## src/hdl/image_conv3x3_replicate_border_top_defines.svh

```systemverilog
// ----------------------------------------------------------------------------
// image_conv3x3_replicate_border_top_defines
// assertion macros shared by the convolution block files
// ----------------------------------------------------------------------------
`ifndef IMAGE_CONV3X3_REPLICATE_BORDER_TOP_DEFINES_SVH
`define IMAGE_CONV3X3_REPLICATE_BORDER_TOP_DEFINES_SVH

// same-cycle implication, checked on clk, idle during reset
`define IC3RB_ASSERT_IMPL(lbl, ante, cons, msg) \
	lbl: assert property (@(posedge clk) disable iff (!arst_n) (ante) |-> (cons)) \
		else $error(msg);

// next-cycle implication, checked on clk, idle during reset
`define IC3RB_ASSERT_NEXT(lbl, ante, cons, msg) \
	lbl: assert property (@(posedge clk) disable iff (!arst_n) (ante) |=> (cons)) \
		else $error(msg);

`endif

```

## src/hdl/ic3rb_pkg.sv

```systemverilog
// ----------------------------------------------------------------------------
// ic3rb_pkg
// widths, register indexes, reset values and shared types of the 3x3 filter
// ----------------------------------------------------------------------------
package ic3rb_pkg;

	localparam int PIX_W       = 8;
	localparam int WIDTH_REG_W = 11;
	localparam int HEIGHT_W    = 16;
	localparam int KERN_W      = 24;
	localparam int DIV_W       = 12;
	localparam int CFG_IDX_W   = 3;
	localparam int CFG_DATA_W  = 24;
	localparam int KSIZE       = 3;
	localparam int PROD_W      = 2 * PIX_W;
	// nine products of 255 * 255 fit in 20 bits
	localparam int SUM_W       = 20;
	// 2 * sum + divisor
	localparam int NUM_W       = SUM_W + 1;

	// register indexes on the configuration port
	localparam logic [CFG_IDX_W-1:0] REG_IMAGE_WIDTH   = 3'd0;
	localparam logic [CFG_IDX_W-1:0] REG_IMAGE_HEIGHT  = 3'd1;
	localparam logic [CFG_IDX_W-1:0] REG_KERNEL_TOP    = 3'd2;
	localparam logic [CFG_IDX_W-1:0] REG_KERNEL_MIDDLE = 3'd3;
	localparam logic [CFG_IDX_W-1:0] REG_KERNEL_BOTTOM = 3'd4;
	localparam logic [CFG_IDX_W-1:0] REG_DIVISOR       = 3'd5;

	// register reset values
	localparam logic [WIDTH_REG_W-1:0] WIDTH_RST  = 11'd640;
	localparam logic [HEIGHT_W-1:0]    HEIGHT_RST = 16'd480;
	localparam logic [KERN_W-1:0]      KERN_RST   = 24'h010101;
	localparam logic [DIV_W-1:0]       DIV_RST    = 12'd9;

	// one window column, top pixel in the low byte
	typedef struct packed {
		logic [PIX_W-1:0] bot;
		logic [PIX_W-1:0] mid;
		logic [PIX_W-1:0] top;
	} col_t;

	// kernel weights and divisor as seen by the arithmetic unit
	typedef struct packed {
		logic [KERN_W-1:0] top;
		logic [KERN_W-1:0] middle;
		logic [KERN_W-1:0] bottom;
		logic [DIV_W-1:0]  divisor;
	} kern_cfg_t;

	// request to the arithmetic unit
	typedef struct packed {
		logic start;
		col_t left;
		col_t mid;
		col_t right;
		logic run_end;
		logic image_end;
	} calc_req_t;

	// status and result of the arithmetic unit
	typedef struct packed {
		logic             busy;
		logic             done;
		logic [PIX_W-1:0] pixel;
		logic             clamped;
		logic             run_end;
		logic             image_end;
	} calc_rsp_t;

endpackage

```

## src/hdl/ic3rb_calc.sv

```systemverilog
// ----------------------------------------------------------------------------
// ic3rb_calc
// weighted 3x3 sum, one column per cycle, then rounded division by restoring
// steps, one quotient bit per cycle, with saturation at 255
// ----------------------------------------------------------------------------
`include "image_conv3x3_replicate_border_top_defines.svh"

module ic3rb_calc import ic3rb_pkg::*; (
	input  logic      clk,
	input  logic      arst_n,
	input  kern_cfg_t kern,
	input  calc_req_t req,
	input  logic      ack,
	output calc_rsp_t rsp
);

	typedef enum logic [4:0] {
		C_IDLE = 5'b00001,
		C_MAC  = 5'b00010,
		C_PREP = 5'b00100,
		C_DIV  = 5'b01000,
		C_DONE = 5'b10000
	} calc_state_t;

	calc_state_t          state_q;
	col_t                 col_q [KSIZE];
	logic [1:0]           k_q;
	logic [SUM_W-1:0]     acc_q;
	logic [NUM_W-1:0]     rem_q;
	logic [DIV_W:0]       dbl_q;
	logic [2:0]           bit_q;
	logic [PIX_W-1:0]     quo_q;
	logic                 clamp_q;
	logic                 run_end_q;
	logic                 image_end_q;

	col_t                 cur;
	logic [PIX_W-1:0]     w_top, w_mid, w_bot;
	logic [PROD_W-1:0]    p_top, p_mid, p_bot;
	logic [SUM_W-1:0]     mac_sum;
	logic [DIV_W-1:0]     div_eff;
	logic [DIV_W:0]       dbl;
	logic [NUM_W-1:0]     num;
	logic [NUM_W-1:0]     prep_cap;
	logic [NUM_W-1:0]     div_cap;
	logic [NUM_W-1:0]     trial;
	logic                 fits;

	// one column of the window times its weight column
	assign cur   = col_q[k_q];
	assign w_top = kern.top[{k_q, 3'b000} +: PIX_W];
	assign w_mid = kern.middle[{k_q, 3'b000} +: PIX_W];
	assign w_bot = kern.bottom[{k_q, 3'b000} +: PIX_W];
	assign p_top = cur.top * w_top;
	assign p_mid = cur.mid * w_mid;
	assign p_bot = cur.bot * w_bot;
	assign mac_sum = acc_q + SUM_W'(p_top) + SUM_W'(p_mid) + SUM_W'(p_bot);

	// round half up: floor((2*sum + d) / (2*d)), zero divisor acts as one
	assign div_eff  = (kern.divisor == '0) ? DIV_W'(1) : kern.divisor;
	assign dbl      = {div_eff, 1'b0};
	assign num      = {acc_q, 1'b0} + NUM_W'(div_eff);
	assign prep_cap = {dbl, 8'd0};
	assign div_cap  = {dbl_q, 8'd0};

	// one restoring step
	assign trial = NUM_W'(dbl_q) << bit_q;
	assign fits  = rem_q >= trial;

	// sequencer
	always_ff @(posedge clk or negedge arst_n) begin
		if (!arst_n) begin
			state_q <= C_IDLE;
			k_q     <= '0;
		end else begin
			unique case (state_q)
				C_IDLE: begin
					if (req.start) begin
						k_q     <= '0;
						state_q <= C_MAC;
					end
				end
				C_MAC: begin
					k_q <= k_q + 2'd1;
					if (k_q == 2'(KSIZE - 1)) begin
						state_q <= C_PREP;
					end
				end
				C_PREP: begin
					state_q <= (num >= prep_cap) ? C_DONE : C_DIV;
				end
				C_DIV: begin
					if (bit_q == '0) begin
						state_q <= C_DONE;
					end
				end
				C_DONE: begin
					if (ack) begin
						state_q <= C_IDLE;
					end
				end
				default: state_q <= C_IDLE;
			endcase
		end
	end

	// datapath registers
	always_ff @(posedge clk) begin
		if (state_q == C_IDLE && req.start) begin
			col_q[0]    <= req.left;
			col_q[1]    <= req.mid;
			col_q[2]    <= req.right;
			run_end_q   <= req.run_end;
			image_end_q <= req.image_end;
			acc_q       <= '0;
		end
		if (state_q == C_MAC) begin
			acc_q <= mac_sum;
		end
		if (state_q == C_PREP) begin
			rem_q   <= num;
			dbl_q   <= dbl;
			bit_q   <= 3'd7;
			quo_q   <= '0;
			clamp_q <= num >= prep_cap;
		end
		if (state_q == C_DIV) begin
			if (fits) begin
				rem_q        <= rem_q - trial;
				quo_q[bit_q] <= 1'b1;
			end
			bit_q <= bit_q - 3'd1;
		end
	end

	// result view
	always_comb begin
		rsp.busy      = state_q != C_IDLE;
		rsp.done      = state_q == C_DONE;
		rsp.pixel     = clamp_q ? {PIX_W{1'b1}} : quo_q;
		rsp.clamped   = clamp_q;
		rsp.run_end   = run_end_q;
		rsp.image_end = image_end_q;
	end

	`IC3RB_ASSERT_NEXT(a_done_hold, rsp.done && !ack, rsp.done, "result dropped before ack")
	`IC3RB_ASSERT_IMPL(a_clamp_sat, rsp.done && rsp.clamped, rsp.pixel == 8'hFF, "clamp not saturated")
	`IC3RB_ASSERT_IMPL(a_rem_bound, state_q == C_DIV, rem_q < div_cap, "remainder out of range")

endmodule

```

## config.mk

```make
export PLATFORM = sky130hd
export DESIGN_NAME = ic3rb_calc
export DESIGN_NICKNAME = d
export VERILOG_FILES = /design/src/hdl/ic3rb_pkg.sv /design/src/hdl/ic3rb_calc.sv
export VERILOG_INCLUDE_DIRS = /design/src /design/src/hdl
export SDC_FILE = /design/constraint.sdc
export NUM_CORES = 1
export LEC_CHECK = 0
export ABC_AREA = 1
export CAP_MARGIN = 30
export CELL_PAD_IN_SITES_DETAIL_PLACEMENT = 0
export CELL_PAD_IN_SITES_GLOBAL_PLACEMENT = 2
export CORE_ASPECT_RATIO = 0.5
export CORE_MARGIN = 2
export CORE_UTILIZATION = 42
export DETAILED_ROUTE_END_ITERATION = 10
export DONT_BUFFER_PORTS = 1
export GPL_TIMING_DRIVEN = 0
export PLACE_DENSITY = 0.85
export RECOVER_POWER = 25
export SYNTH_ARGS = -nofsm -noshare
export SYNTH_HDL_FRONTEND = slang
export SYNTH_SLANG_ARGS = --single-unit
```

## constraint.sdc

```tcl
create_clock -name clk -period 11.4 [get_ports clk]
set_clock_uncertainty 0.2 [all_clocks]
set_input_delay 0 -clock clk [delete_from_list [all_inputs] [get_ports clk]]
set_output_delay 0 -clock clk [all_outputs]
set_load 0.03 [all_outputs]
```

[Word-level counts from Yosys, hierarchy flattened]
Memory sizes are Yosys's and may differ from the RTL's.
Cells that the tools add are included.
Cells by class
  add/sub/neg operators: 7
  multiply operators: 3
  divide/modulo/power cells: 0
  order comparisons: 4
  equal/unequal tests: 11
  shift operators: 4
  muxes and demuxes: 24
  bitwise gates (word level): 1
  reductions and logical operators: 9
Operator list (number)
  indexed part select 24 x 6 -> 8 bit: 3
  2-to-1 mux 21 bit: 3
  adder 20 x 16 -> 20 bit: 3
  multiplier 8 x 8 -> 16 bit: 3
  greater-or-equal comparator 21 bit: 2
  2-to-1 mux 20 bit: 2
  2-to-1 mux 8 bit: 4
  2-to-1 mux 5 bit: 5
  case mux 5 bit (5 select lines): 1
  adder 21 x 12 -> 21 bit: 1
  << shifter 13 x 3 -> 21 bit: 1
  subtractor 21 bit: 1
  zero test 12 bit: 1
  2-to-1 mux 12 bit: 1
  inequality test 2 bit (second input constant): 4
  bitwise OR 8 bit: 1
  2-to-1 mux 3 bit: 2
  nonzero test 2 bit: 3
  == test 5 x 1 -> 1 bit (second input constant): 1
  == test 5 x 2 -> 1 bit (second input constant): 1
  == test 5 x 3 -> 1 bit (second input constant): 1
  == test 5 x 4 -> 1 bit (second input constant): 1
  == test 5 bit (second input constant): 1
  inequality test 5 x 1 -> 1 bit (second input constant): 1
  13 further kinds: 16
Storage, ports and cells
  bits in registers: 74
  bits in latches: 0
  memory bits (writable): 72
  bits in read-only memories: 0
  input bits: 162
  output and inout bits: 13
  word-level logic and storage cells: 74
  memories: 1
Memories
  col_q: words 3, width 24, rd ports 1, clocked after Yosys merged registers in 0, write ports 3, line ic3rb_calc.sv:26  | col_t col_q [KSIZE];

[Depth between registers and ports, before layout]
  depth after elaboration: 7
  gate-level depth with buffers: 31
  mapped depth without buffers: 29

[Worst setup path after synthesis]
No wires, ideal clock.
  path kind: register -> register
  from: register k_q[0]
  to: register acc_q[11], data pin
  library setup time: 0.253 ns
  arrival time: 6.137 ns
  required time: 10.947 ns
  setup slack: 4.810 ns
  stages on the path, launching flop included: 29
  period minus slack after synthesis: 6.590 ns
  path through: dfrtp_1 > inv_1 > buf_2 > buf_2 > nand2_1 > a21oi_1 > nand2_1 > fa_1 > inv_1 > fa_1 > inv_1 > fa_1 > fa_1 > inv_1 > fa_1 > fa_1 > inv_1 > fa_1 > inv_1 > ha_1 > nand2_1 > inv_1 > a21boi_0 > o21ai_1 > inv_1 > o21ai_1 > nand2_1 > nand2_1 > nor2_1
Between the ends
  longest elaborated chain between the ends: 6
  elaborated cells between the ends (all ways): 11
RTL lines
  from (decl): line ic3rb_calc.sv:27  | logic [1:0] k_q;
  from (signal assigned): line ic3rb_calc.sv:84  | k_q <= k_q + 2'd1;
  indexed part select 24 x 6 -> 8 bit or memory read (3 x 24 bit) (tied branches)
  multiplier 8 x 8 -> 16 bit: line ic3rb_calc.sv:54  | assign p_top = cur.top * w_top;
  adder 20 x 16 -> 20 bit (2 in a row): line ic3rb_calc.sv:57  | assign mac_sum = acc_q + SUM_W'(p_top) + SUM_W'(p_mid) + SUM_W'(p_bot);
  adder 20 x 16 -> 20 bit *: line ic3rb_calc.sv:57
  2-to-1 mux 20 bit *: line ic3rb_calc.sv:117  | if (state_q == C_MAC) begin
  to (signal assigned): line ic3rb_calc.sv:118  | acc_q <= mac_sum;
  to (decl): line ic3rb_calc.sv:28  | logic [SUM_W-1:0] acc_q;
Mark *: on every way between the ends. The rest lies on a longest branch, timed or not.
A chain may end at the register's enable or synchronous reset.

[Worst setup path after layout]
  from: register k_q[1]
  to: register acc_q[11], data pin
Same word-level chain as after synthesis.

==> impl_metrics.csv <==
group,metric,value,unit
global_routing,grt_overflow,0,
cts,clk_pin_slew,0.06,ns
setup_path,cp_slowest_cell,"o21ai_1",
cts,cts_resized,0,
drt,drt-pass1-iter-count,5,
global_routing,antenna_found_initial,0,
sta,rsz0062_at_grt,"no",
sta,setup_viol,0,
status,status,"completed",
drt,final_antenna_net_count,0,
sta,maxSlewViolCount,0,
setup_path,cp_max_fo,10,
synthesis,synth_area,16700,um2
synthesis,syn-num-nets,2630,
setup_path,crit_path_end_kind,"register",
global_routing,grt_max_degree,38,
setup_path,worstPathRequired,11.41,ns
drt,drt-initial-drc-count,762,
cts,cts-root-buf,"clkbuf_16",
sta,tightest_slew,1.04,ns
cts,cts_tree,"built",
final_layout,drive_above_1_share,4.61,%
sta,min_period,7.89,ns
synthesis,yosysSeqAreaShare,24.2,%
floorplanning,dieArea,41500,um2
global_routing,grt_pass1_vias,14471,
drt,vias_per_cell,4.84,
drt,routed_wl,48.4,mm
floorplanning,start_util,42.8,%
run,drv_cap,0,
floorplanning,ios,175,
global_routing,grt_util_all_layers,24.1,%
drt,drc,0,
cts,numCtsBuffers,17,
synthesis,syn_inst,2140,
drt,wl_per_cell,16.8,um
cts,cts_max_level,4,
cts,clock_latency,0.46,ns
synthesis,async_flop_share,4.83,%
floorplanning,die_width,286,um
setup_path,cp_data_arrival_time,7.89,ns
cts,clock_sinks,145,
synthesis,yosysWarnings,0,
sta,hold_viol_final,0,
floorplanning,fp.coreArea,39100,um2
setup_path,worstSetupPathType,"reg2reg",
final_layout,layout.nets,2819,
floorplanning,rows,51,
synthesis,synth_seq_cells,145,
floorplanning,dieHeight,145,um
placement,place.gp.congestion,0.868,
setup_path,cpPeakStageDelay,0.72,ns
setup_path,cp-start-kind,"register",
sta,max_clock_freq,127,MHz
sta,fin_crit_sh,69.2,%
synthesis,synth_edf_count,110,
placement,dp_hpwl,38.8,mm
synthesis,syn_area_per_cell,7.81,um2
setup_path,cp_common_cell,"inv_1",
synthesis,synth_ff_type,"edfxtp_1",
global_routing,grt_pass1_wl,77.6,mm
sta,fin_tns_setup,0,ns
sta,relSlewSlack,30.5,%
drt,via_count,13901,
worst_hold_path,hold_path_class,"in2reg",
cts,ctsLongestPathBuffers,2,
final_layout,syn2layout_area_growth,17.6,%
placement,io_buffers,0,
final_layout,num_antenna_cells,0,
synthesis,synth_cell_types,50,
-- per-stage QoR --
stage                     hold WS [ns]  setup WS, ns  utilization, %  std cells  cell area [um2]
after global routing            0.0889          2.99            50.3       2872            19700
final                           0.0343          3.51            50.3       2872            19700
after detailed placement        -0.495          3.61            44.6       2674            17400
after global placement          -0.495          3.62            44.5       2670            17400
after floorplan                 -0.496          4.81               -       2140            16700
after CTS                      0.00854          3.57            50.3       2872            19700
-- cell usage after synthesis (all sizes together) (4+ instances only) --
cell,number,area (um2)
o21bai,7,52.6
dfxtp,28,561
nand4,20,125
a21boi,5,37.5
a21oi,109,557
dfrtp,6,150
xnor2,9,78.8
edfxtp,110,3300
nor3,10,55.1
ha,150,1880
nand3b,4,30.0
nand3,89,460
xor2,10,87.6
buf,27,165
and2,5,31.3
a21o,4,30.0
o21ai,123,642
or2,8,50.1
o21a,6,45.0
clkbuf,28,105
inv,527,1980
o22ai,6,37.5
fa,178,3560
nor2,146,558
nand2,505,1920
o211ai,9,92.6
-- metal layers --
layer / routed length, um / track usage [%] / vias to the layer above
met4: 688 / 5.16 / 0
met3: 1890 / 3.62 / 44
met1: 22900 / 32.5 / 6608
met5: 0 / 0 / -
li1: - / - / 6972
met2: 22900 / 41.0 / 277
-- critical path, delay by kind of cell, from the launching register on --
family,cells,cell delay (ns)
adder cells (fa/ha/maj),8,3.92
flip-flops,1,0.48
buffers and inverters,9,1.01
AO/OA/AOI/OAI,5,1.56
AND/OR/NAND/NOR,5,0.47
-- kinds of logic (layout without fill, tap and decap cells) --
logic type               Yosys count  count (layout)  synth area share, %
AO/OA/AOI/OAI                    272             272                 9.07
XOR/XNOR                          19              19                0.996
adder cells (fa/ha/maj)          328             328                 32.6
buffers and inverters            583             785                 13.5
flip-flops                       145             145                 24.2
multiplexers                       2               2                0.120
AND/OR/NAND/NOR                  791             791                 19.6
-- cells in the final DEF, fill, tap and decap left out, drive strengths merged --
cell,count
a21boi,5
a21o,4
a21oi,109
a221oi,1
a31oi,2
and2,5
buf,31
clkbuf,49
clkinv,6
clkinvlp,1
dfrtp,6
dfstp,1
dfxtp,28
dlygate4sd3,166
edfxtp,110
fa,178
ha,150
inv,532
mux2i,2
nand2,505
nand3,89
nand3b,4
nand4,20
nor2,146
nor2b,1
nor3,10
nor3b,1
nor4,2
o211ai,9
o21a,6
o21ai,123
o21bai,7
o22ai,6
or2,8
xnor2,9
xor2,10
-- area by class of cell --
type,count,area (um2)
fill,3931,19400
multi-input combinational,1412,10400
sequential,145,4040
inverter,528,1980
timing repair buffer,170,1720
tap,530,663
clock buffer,21,483
buffer,55,270
clock inverter,11,75.1
-- state kept, by name, indices dropped and copies added, names as in the netlist, 2 cells and up --
name and cells:
quo_q 8, k_q 2, dbl_q 12, state_q 5, acc_q 20, bit_q 3, rem_q 20, col_q 72
-- path summary, 6_finish.rpt --
| kind | slack [ns] | from | end | cells after the start |
|---|---|---|---|---|
| max | 3.51 | k_q[1] | acc_q[11] | 27 |
| min | 0.03 | kern[11] | state_q[3] | 7 |
| max reg2reg | 3.51 | k_q[1] | acc_q[11] | 27 |
| min reg2reg | 0.25 | quo_q[4] | quo_q[4] | 2 |
| max in group asynchronous | 10.46 | arst_n | state_q[0] | 2 |
| min in group asynchronous | 0.24 | arst_n | state_q[1] | 2 |
-- repair_timing --
item	in CTS	in global routing
buffers inserted	0	0
endpoints found under the hold margin	139	0
hold buffers	166	0
Power is left out: the tool's default activity adds up to more than one toggle a clock period on the data nets, which glitch-free logic cannot reach.
